===== config.mk =====
export PLATFORM = sky130hd
export DESIGN_NAME = slip_bit_frame_receiver
export DESIGN_NICKNAME = d
export VERILOG_FILES = /design/src/sbfr_pkg.sv /design/src/sbfr_store.sv /design/src/sbfr_framer.sv /design/src/slip_bit_frame_receiver.sv
export SDC_FILE = /design/constraint.sdc
export NUM_CORES = 2
export LEC_CHECK = 0
export BUFFER_PORTS_ARGS = -buffer_cell sky130_fd_sc_hd__buf_2
export CAP_MARGIN = 0
export CORE_ASPECT_RATIO = 1.75
export CORE_MARGIN = 2
export CORE_UTILIZATION = 45
export DETAILED_ROUTE_END_ITERATION = 10
export PLACE_DENSITY = 0.68
export SLEW_MARGIN = 20
export SYNTH_ARGS = -nofsm -noshare
export SYNTH_HDL_FRONTEND = slang
export SYNTH_SLANG_ARGS = --single-unit

===== constraint.sdc =====
create_clock -name clk -period 48.6 [get_ports clk]
set_input_delay 4.86 -clock clk [delete_from_list [all_inputs] [get_ports clk]]
set_output_delay 4.86 -clock clk [all_outputs]
set_load 0.01 [all_outputs]

===== src/sbfr_pkg.sv =====
// Shared constants and types for the SLIP bit-level frame receiver.
`timescale 1ns / 1ps

package sbfr_pkg;

	localparam logic [7:0] SLIP_END  = 8'hC0;
	localparam logic       CMD_SAMPLE = 1'b0;
	localparam logic       CMD_READ   = 1'b1;
	localparam logic [3:0] BITS_PER_BYTE = 4'd8;
	localparam logic [2:0] LAST_BIT      = 3'd7;

	// Per-request status flags carried from the framer to the output stage.
	typedef struct packed {
		logic frame_done;
		logic receiving;
		logic overflow;
		logic frame_ready;
	} status_t;

endpackage


===== src/sbfr_store.sv =====
// Ping-pong frame store: one write port and one registered read port.
`timescale 1ns / 1ps

module sbfr_store import sbfr_pkg::*; #(
	parameter int BUFFER_DEPTH = 256,
	parameter int AW = $clog2(2 * BUFFER_DEPTH)
) (
	input  logic          clk,
	input  logic          wr_en,
	input  logic [AW-1:0] wr_addr,
	input  logic [7:0]    wr_data,
	input  logic          rd_en,
	input  logic [AW-1:0] rd_addr,
	output logic [7:0]    rd_data_q
);

	logic [7:0] mem [2 * BUFFER_DEPTH];

	always_ff @(posedge clk) begin
		if (wr_en) begin
			mem[wr_addr] <= wr_data;
		end
	end

	// Read data holds while no read is issued, so a stalled result keeps its byte.
	always_ff @(posedge clk) begin
		if (rd_en) begin
			rd_data_q <= mem[rd_addr];
		end
	end

endmodule


===== src/sbfr_framer.sv =====
// Receiver state: delimiter hunt, byte assembly, bank control and store addressing.
`timescale 1ns / 1ps

module sbfr_framer import sbfr_pkg::*; #(
	parameter int BUFFER_DEPTH = 256,
	parameter int AW = $clog2(2 * BUFFER_DEPTH),
	parameter int CW = $clog2(BUFFER_DEPTH + 1)
) (
	input  logic          clk,
	input  logic          arst_n,
	input  logic          accept,
	input  logic          command,
	input  logic          rx_level,
	input  logic [7:0]    read_index,
	output logic          wr_en,
	output logic [AW-1:0] wr_addr,
	output logic [7:0]    wr_data,
	output logic          rd_en,
	output logic [AW-1:0] rd_addr,
	output logic          rd_hit,
	output status_t       status,
	output logic [8:0]    frame_length
);

	logic [7:0]    window_q, window_d, win;
	logic [3:0]    bit_count_q, bit_count_d;
	logic [CW-1:0] byte_count_q, byte_count_d;
	logic [CW-1:0] done_length_q, done_length_d;
	logic          in_frame_q, in_frame_d;
	logic          bank_q, bank_d;
	logic          done_valid_q, done_valid_d;
	logic          done, ovf;
	logic [CW-1:0] wr_idx;
	logic [AW+CW-1:0] wr_sum;
	logic [AW+7:0]    rd_sum;
	logic [CW+8:0]    len_ext;

	always_comb begin
		window_d      = window_q;
		bit_count_d   = bit_count_q;
		byte_count_d  = byte_count_q;
		done_length_d = done_length_q;
		in_frame_d    = in_frame_q;
		bank_d        = bank_q;
		done_valid_d  = done_valid_q;
		done          = 1'b0;
		ovf           = 1'b0;
		wr_en         = 1'b0;
		wr_idx        = '0;
		wr_data       = SLIP_END;
		win           = '0;

		if (accept && command == CMD_SAMPLE) begin
			if (!in_frame_q) begin
				// The first eight bits of a hunt fill the window in place; later ones shift.
				if (bit_count_q < BITS_PER_BYTE) begin
					win = window_q | (8'(rx_level) << bit_count_q[2:0]);
				end else begin
					win = {rx_level, window_q[7:1]};
				end
				if (win == SLIP_END) begin
					wr_en        = 1'b1;
					in_frame_d   = 1'b1;
					byte_count_d = CW'(1);
					bit_count_d  = '0;
					window_d     = '0;
				end else begin
					window_d = win;
					if (bit_count_q < BITS_PER_BYTE) begin
						bit_count_d = bit_count_q + 4'd1;
					end
				end
			end else begin
				win = window_q | (8'(rx_level) << bit_count_q[2:0]);
				if (bit_count_q[2:0] == LAST_BIT) begin
					bit_count_d = '0;
					if (win == SLIP_END) begin
						wr_en         = 1'b1;
						wr_idx        = byte_count_q;
						done_length_d = byte_count_q + CW'(1);
						done_valid_d  = 1'b1;
						bank_d        = ~bank_q;
						done          = 1'b1;
						in_frame_d    = 1'b0;
						byte_count_d  = '0;
						window_d      = '0;
					end else if ((CW+1)'(byte_count_q) + (CW+1)'(1)
							>= (CW+1)'(BUFFER_DEPTH)) begin
						// Frame would run past its bank: drop it and hunt again.
						ovf          = 1'b1;
						in_frame_d   = 1'b0;
						byte_count_d = '0;
						window_d     = '0;
					end else begin
						wr_en        = 1'b1;
						wr_idx       = byte_count_q;
						wr_data      = win;
						byte_count_d = byte_count_q + CW'(1);
						window_d     = '0;
					end
				end else begin
					bit_count_d = bit_count_q + 4'd1;
					window_d    = win;
				end
			end
		end
	end

	always_ff @(posedge clk or negedge arst_n) begin
		if (!arst_n) begin
			window_q      <= '0;
			bit_count_q   <= '0;
			byte_count_q  <= '0;
			done_length_q <= '0;
			in_frame_q    <= 1'b0;
			bank_q        <= 1'b0;
			done_valid_q  <= 1'b0;
		end else begin
			window_q      <= window_d;
			bit_count_q   <= bit_count_d;
			byte_count_q  <= byte_count_d;
			done_length_q <= done_length_d;
			in_frame_q    <= in_frame_d;
			bank_q        <= bank_d;
			done_valid_q  <= done_valid_d;
		end
	end

	// Writes fill the current bank; reads look at the other, completed one.
	assign wr_sum  = (AW+CW)'(wr_idx) + (bank_q ? (AW+CW)'(BUFFER_DEPTH) : '0);
	assign wr_addr = wr_sum[AW-1:0];

	assign rd_sum  = (AW+8)'(read_index) + (!bank_q ? (AW+8)'(BUFFER_DEPTH) : '0);
	assign rd_addr = rd_sum[AW-1:0];
	assign rd_en   = accept && command == CMD_READ;
	assign rd_hit  = rd_en && done_valid_q && ((CW+8)'(read_index) < (CW+8)'(done_length_q));

	assign status.frame_done  = done;
	assign status.receiving   = in_frame_d;
	assign status.overflow    = ovf;
	assign status.frame_ready = done_valid_d;

	assign len_ext      = (CW+9)'(done_length_d);
	assign frame_length = len_ext[8:0];

endmodule


===== src/slip_bit_frame_receiver.sv =====
// Top level of the SLIP bit-level frame receiver with its ping-pong frame store.
//
//  channel  dir  tdata (low bit up)                                   tuser
//  s_       in   rx_level, read_index[7:0], pad to 16                 command
//  m_       out  frame_done, frame_length[8:0], read_data[7:0],       -
//                receiving, overflow, frame_ready, pad to 24
//
// One request is taken every cycle while no result is held or m_tready is high; its
// result appears in the cycle after it is accepted, matching the registered read port
// of the frame store. State updates and store writes happen in the cycle a request is
// accepted. Reset clears all receiver state; the store itself is not cleared. A stalled
// result holds and blocks new requests only while m_tready is low.
`timescale 1ns / 1ps

module slip_bit_frame_receiver import sbfr_pkg::*; #(
	parameter int BUFFER_DEPTH = 256
) (
	input  logic        clk,
	input  logic        arst_n,
	input  logic        s_tvalid,
	output logic        s_tready,
	input  logic [15:0] s_tdata,  // rx_level, read_index[7:0], zero pad
	input  logic [0:0]  s_tuser,  // command
	output logic        m_tvalid,
	input  logic        m_tready,
	output logic [23:0] m_tdata   // frame_done, frame_length[8:0], read_data[7:0],
	                              // receiving, overflow, frame_ready, zero pad
);

	localparam int AW = $clog2(2 * BUFFER_DEPTH);
	localparam int CW = $clog2(BUFFER_DEPTH + 1);

	logic          accept;
	logic          wr_en, rd_en, rd_hit;
	logic [AW-1:0] wr_addr, rd_addr;
	logic [7:0]    wr_data, mem_rd_q;
	status_t       status;
	logic [8:0]    frame_length;

	logic          valid_s1;
	status_t       status_s1;
	logic [8:0]    length_s1;
	logic          hit_s1;
	logic [7:0]    read_data;

	assign s_tready = !valid_s1 || m_tready;
	assign accept   = s_tvalid && s_tready;

	sbfr_framer #(
		.BUFFER_DEPTH(BUFFER_DEPTH),
		.AW(AW),
		.CW(CW)
	) u_framer (
		.clk(clk),
		.arst_n(arst_n),
		.accept(accept),
		.command(s_tuser[0]),
		.rx_level(s_tdata[0]),
		.read_index(s_tdata[8:1]),
		.wr_en(wr_en),
		.wr_addr(wr_addr),
		.wr_data(wr_data),
		.rd_en(rd_en),
		.rd_addr(rd_addr),
		.rd_hit(rd_hit),
		.status(status),
		.frame_length(frame_length)
	);

	sbfr_store #(
		.BUFFER_DEPTH(BUFFER_DEPTH),
		.AW(AW)
	) u_store (
		.clk(clk),
		.wr_en(wr_en),
		.wr_addr(wr_addr),
		.wr_data(wr_data),
		.rd_en(rd_en),
		.rd_addr(rd_addr),
		.rd_data_q(mem_rd_q)
	);

	always_ff @(posedge clk or negedge arst_n) begin
		if (!arst_n) begin
			valid_s1 <= 1'b0;
		end else if (s_tready) begin
			valid_s1 <= s_tvalid;
		end
	end

	always_ff @(posedge clk) begin
		if (accept) begin
			status_s1 <= status;
			length_s1 <= frame_length;
			hit_s1    <= rd_hit;
		end
	end

	assign read_data = hit_s1 ? mem_rd_q : 8'd0;
	assign m_tvalid  = valid_s1;
	assign m_tdata   = {3'b000, status_s1.frame_ready, status_s1.overflow,
		status_s1.receiving, read_data, length_s1, status_s1.frame_done};

`ifndef ASSERT_OFF
	// The filling bank and the readable bank never collide in one cycle.
	assert property (@(posedge clk) disable iff (!arst_n)
		wr_en && rd_en |-> wr_addr != rd_addr)
		else $error("store write and read hit the same entry");

	assert property (@(posedge clk) disable iff (!arst_n)
		m_tvalid |-> !(m_tdata[0] && m_tdata[19]))
		else $error("frame closed and dropped at once");

	assert property (@(posedge clk) disable iff (!arst_n)
		m_tvalid && m_tdata[0] |-> m_tdata[20] && !m_tdata[18])
		else $error("closed frame not ready or receiver still in frame");

	// A read that hits returns data only when a frame is held.
	assert property (@(posedge clk) disable iff (!arst_n)
		m_tvalid && hit_s1 |-> m_tdata[20])
		else $error("read hit without a completed frame");
`endif

endmodule


Yosys cells after proc, flatten, opt, wreduce, memory -nomap -nowiden --
Memories as Yosys holds them, arrays and structs flattened. A register that Yosys moved wholly into a read port is not among the register bits. Index checks and enable logic that the tools add are counted.
Operators by class: shift operators 1, add/subtract/negate cells 5, order comparisons 3, bitwise operators 6, multiplexer cells 50, reductions and logical operators 14, eq/ne operators 4
Operator list (count):
- 9-bit two-way mux | 16
- 8-bit two-way mux | 12
- 1-bit two-way mux | 18
- 8-bit == test, second input constant | 2
- 4-bit two-way mux | 4
- 9-bit by 1-bit adder with 10-bit output, second input constant | 1
- 10-bit by 9-bit >= comparator with 1-bit output, second input constant | 1
- 8-bit by 9-bit adder with 9-bit output | 1
- 9-bit by 1-bit adder with 9-bit output, second input constant | 1
- 9-bit adder | 1
- 8-bit by 9-bit < comparator with 1-bit output | 1
- 8-bit bitwise OR | 1
- 1-bit by 3-bit left shift with 8-bit output | 1
- 3-bit AND reduction | 2
- 1-bit logical AND | 5
- 1-bit inverter | 5
- 4-bit by 1-bit adder with 4-bit output, second input constant | 1
- 4-bit < comparator, second input constant | 1
- 4-bit AND reduction | 1
- 4-bit OR reduction | 1
- 3-bit == test, second input constant | 1
- 3-bit nonzero test | 1
- 2-bit != test, second input constant | 1
- 2-bit AND reduction | 1
- 3 further kinds | 3
Storage, ports and cells: input port bits 21, register bits 48, logic and storage cells 98, memories kept 1, bits in writable memories 4096
Memories:
- u_store.mem | words 512, width 8, read ports 1, clocked after Yosys merged registers in 1, wr ports 1, RTL line sbfr_store.sv:17 | logic [7:0] mem [2 * BUFFER_DEPTH];

Longest topological paths before layout --
depth after elaboration 11, depth in mapped cells 12

By module --
From an unflattened synthesis, not the netlist that was laid out.
Second synthesis, totals: cell total of the unflattened synthesis 8344, area total of the unflattened synthesis 162932.5 µm²
By module, submodules not included:
- sbfr_store | seq. area each 123238.2 µm², times used 1, cells an instance 8030, area each 160007.2 µm²
- sbfr_framer | seq. area each 825.8 µm², times used 1, cells an instance 284, area each 2374.8 µm²
- slip_bit_frame_receiver | seq. area each 445.4 µm², times used 1, cells an instance 30, area each 550.5 µm²

Worst setup path after synthesis --
Ideal clock, no wire load.
path kind input port to flip-flop, start point input port s_tdata[0], end point memory u_store.mem[0][4] (data pin), setup time 2.584 ns, required time 46.016 ns, path buffers 2, setup slack 28.126 ns, data arrival time 17.890 ns, stages 8, cells stage by stage buf_2 -> nor2b_1 -> a211oi_1 -> and4_1 -> buf_2 -> nor2_1 -> nand2_1 -> nor2_1
On the way: longest elaborated chain between the ends 7
Ends and longest elaborated chain:
- start, declared | RTL line slip_bit_frame_receiver.sv:22 | input logic [15:0] s_tdata,
- 1-bit by 3-bit left shift with 8-bit output * | RTL line sbfr_framer.sv:74 | win = window_q | (8'(rx_level) << bit_count_q[2:0]);
- 8-bit bitwise OR * | RTL line sbfr_framer.sv:74
- 8-bit == test or 8-bit two-way mux (tied branches) | RTL line sbfr_framer.sv:77, sbfr_framer.sv:87
- 8-bit two-way mux * | RTL line sbfr_framer.sv:77 | if (win == SLIP_END) begin
- 8-bit two-way mux * | RTL line sbfr_framer.sv:75 | if (bit_count_q[2:0] == LAST_BIT) begin
- 8-bit two-way mux * | RTL line sbfr_framer.sv:54 | if (!in_frame_q) begin
- 8-bit two-way mux * | RTL line sbfr_framer.sv:53 | if (accept && command == CMD_SAMPLE) begin
- net u_framer.wr_data[4] | RTL line sbfr_framer.sv:17 | output logic [7:0] wr_data,
- end, declared | RTL line sbfr_store.sv:17
The timed path passes the listed nets; every way through them passes the cells marked *.

Worst setup path after layout --
start point input port s_tdata[2], end point register u_store.rd_data_q[6], read port of u_store.mem (data pin)
On the way: longest elaborated chain between the ends 1
Ends and longest elaborated chain:
- 8-bit by 9-bit adder with 9-bit output | RTL line sbfr_framer.sv:133 | assign rd_sum = (AW+8)'(read_index) + (!bank_q ? (AW+8)'(BUFFER_DEPTH) : '0);
- end, declared | RTL line sbfr_store.sv:14 | output logic [7:0] rd_data_q
Every way passes these cells. A chain may end at the register's enable or synchronous reset.

==> results.cfg <==
[clock_tree]
cts_setup_buffers = 0
cts_sinks = 4152
clockBufferDepth = 4
clock-root-buffer = clkbuf_16
cts_tree = done
path_clk_slew_ns = 0.07
htree_levels = 5
post_cts_resized = 0
cts_hold_buffers = 0
insertion_delay_ns = 0.91
numCtsBuffers = 333

[power]
p_leak_uw = 0.05393
vdd_drop_max_mv = 0.03395
p_total_uw = 6794
power.density_nw_per_um2 = 38.35

[worst_setup_path]
critPathLaunchType = primary input
r2r_slack_ns = 41.64
r2r_end = u_store.mem[324][3]
reg2reg_depth = 12
cp-endpoint = u_store.rd_data_q[6]
required_ns = 49.24
path_max_fanout = 72
r2r-start = u_framer.byte_count_q[0]
setup.worst_path.class = primary input to flop
critPathArrivalTime_ns = 11.80
endpoint_kind = flop
cp-startpoint = s_tdata[2]

[detailed_routing]
vias = 75160
final_antenna_net_count = 0
drt_iter0_markers = 8043
routed_via_density = 5.993
drc = 0
wirelength_um = 380400
drtPass1Iterations = 6
wl_per_cell_um = 30.33

[grt]
grt_usage_pct = 20.67
grt.overflow.total = 0
grt_max_degree = 222
grt_pass1_vias = 79179
antenna_found_initial = 9
grt_pass1_wl_um = 550600

[synthesis]
postSynthCellCount = 7580
synth-edff-count = 4118
synth-seq-cells = 4152
syn-mean-instance-area_um2 = 21.21
synth-seq-area-share_pct = 77.43
synth_warnings = 0
synth_ff_type = edfxtp_1
netlist_area_um2 = 160800
async_flop_share_pct = 0.8189
ys_types = 64

[layout]
layout_commonest_cell = edfxtp_1
syn_to_final_growth_pct = 10.17
utilization_pct = 49.77
final_cell_mix = 4118 x edfxtp_1, 1025 x mux4_2, 806 x nor2_1, 337 x clkbuf_16, 164 x mux2i_1
drive_gt1_share_pct = 23.43
fin_cells = 12542
final_cell_area_um2 = 177200
fin_nets = 7637

[timing]
hold_violations = 0
slew_headroom_pct = 14.42
tightest_slew_ns = 1.270
rsz0062_at_grt = false
finClkSkew_ns = 0.03466
setup_viol = 0
timing.setup.tns_ns = 0
post-route-period-util_pct = 22.96
fmaxAchievable_mhz = 89.60
final_max_slew_viol_count = 0
period_minus_slack_ns = 11.16

[placement]
place_inst = 11939
gp_congestion = 0.8554
io_buffer_count = 36
dp_hpwl_um = 232300
placed_area_um2 = 166300

[floorplanning]
initial_core_util_pct = 45.18
core-area_um2 = 356000
rows = 290
io_pins = 47
die_area_um2 = 362300
die_height_um = 794.8
dieWidth_um = 455.9

[hold_path]
hold_path.class = flop to flop

[status]
status = complete, no violations

[run]
maxCapViolations = 0
-- report_power, final --
part / leakage (uW) / switching (uW) / total [uW] / internal (uW)
clock: 0.00522 / 1240 / 2720 / 1480
combinational: 0.00998 / 125 / 188 / 63.5
sequential: 0.0387 / 10.2 / 3890 / 3880
total: 0.0539 / 1380 / 6790 / 5420
-- worst min-delay path by stage --
stage | from | to | slack, ns | cells past startpoint
after floorplan | u_framer.done_valid_q | u_framer.done_valid_q | 0.44 | 1
after global placement | u_framer.window_q[6] | u_framer.window_q[6] | 0.47 | 2
after detailed placement | u_framer.window_q[6] | u_framer.window_q[6] | 0.48 | 2
after CTS | u_framer.window_q[6] | u_framer.window_q[6] | 0.49 | 2
after global routing | u_framer.window_q[6] | u_framer.window_q[6] | 0.54 | 2
final | u_framer.window_q[6] | u_framer.window_q[6] | 0.49 | 2
-- registers in the layout (all words and copies together), names as in the netlist, 4 cells and up --
| register | count |
|---|---|
| u_framer.bit_count_q | 4 |
| m_tdata | 4 |
| u_store.mem | 4096 |
| length_s1 | 9 |
| u_framer.window_q | 8 |
| u_store.rd_data_q | 8 |
| u_framer.byte_count_q | 9 |
| u_framer.done_length_q | 9 |
-- layer usage --
metal | global-route usage, % | wire [um] | up-vias
li1 | - | - | 31459
met1 | 24.00 | 131800 | 40083
met2 | 37.83 | 205700 | 2893
met3 | 2.392 | 21950 | 723
met4 | 10.14 | 20930 | 2
met5 | 0 | 13 | -
-- logic make-up after synthesis --
kind of cell / after synthesis / synth area share [%]
AOI/OAI and AO/OA: 571 / 2.292
and+or+nand+nor: 1025 / 2.620
buffers and inverters: 499 / 1.281
xor gates and xnor gates: 7 / 0.03813
muxes: 1315 / 16.26
other: 1 / 0.002332
DFF: 4152 / 77.43
adders and majority gates: 10 / 0.07781
-- area by class of cell --
class	count	area (um2)
timing repair buffer	168	1483
sequential	4152	124500
clock inverter	202	2071
tap	4672	5846
fill	27560	178800
antenna	5	12.51
clock buffer	392	8640
multi-input combinational	2931	34520
inverter	20	82.58
-- per-stage QoR --
stage / setup WS, ns / hold WS, ns
3_5_place_dp: 36.44 / 0.4751
6_report: 37.44 / 0.4886
3_3_place_gp: 36.57 / 0.4721
4_1_cts: 37.39 / 0.4899
2_1_floorplan: 28.13 / 0.4431
5_1_grt: 37.34 / 0.5430
-- critical path, cell delays in order --
cell and delay, ns:
buf_8 0.41, buf_4 0.68, buf_4 0.58, buf_4 0.59, buf_4 0.67, buf_4 0.64, buf_4 0.63, mux4_2 0.46
mux2_2 0.30, o221ai_1 0.17, a21oi_1 0.09, o21ai_0 0.22, nand4_1 0.67, o22ai_1 0.52, nor3_1 0.10
-- synthesized netlist by cell type, drive strengths merged, types with 20 or more instances --
cell type	n	area [um2]
a211oi	35	262.8
a21oi	143	719.4
buf	192	907.1
clkbuf	287	1077
dfrtp	34	850.8
edfxtp	4118	123700
inv	20	75.07
mux2	126	1419
mux2i	164	1642
mux4	1025	23080
nand2	68	255.2
nand3	21	110.1
nand4	39	244.0
nor2	815	3064
nor3	24	140.1
o21ai	122	610.6
o221ai	127	1112
o22ai	107	669.4
(Power assumes the default switching activity.)
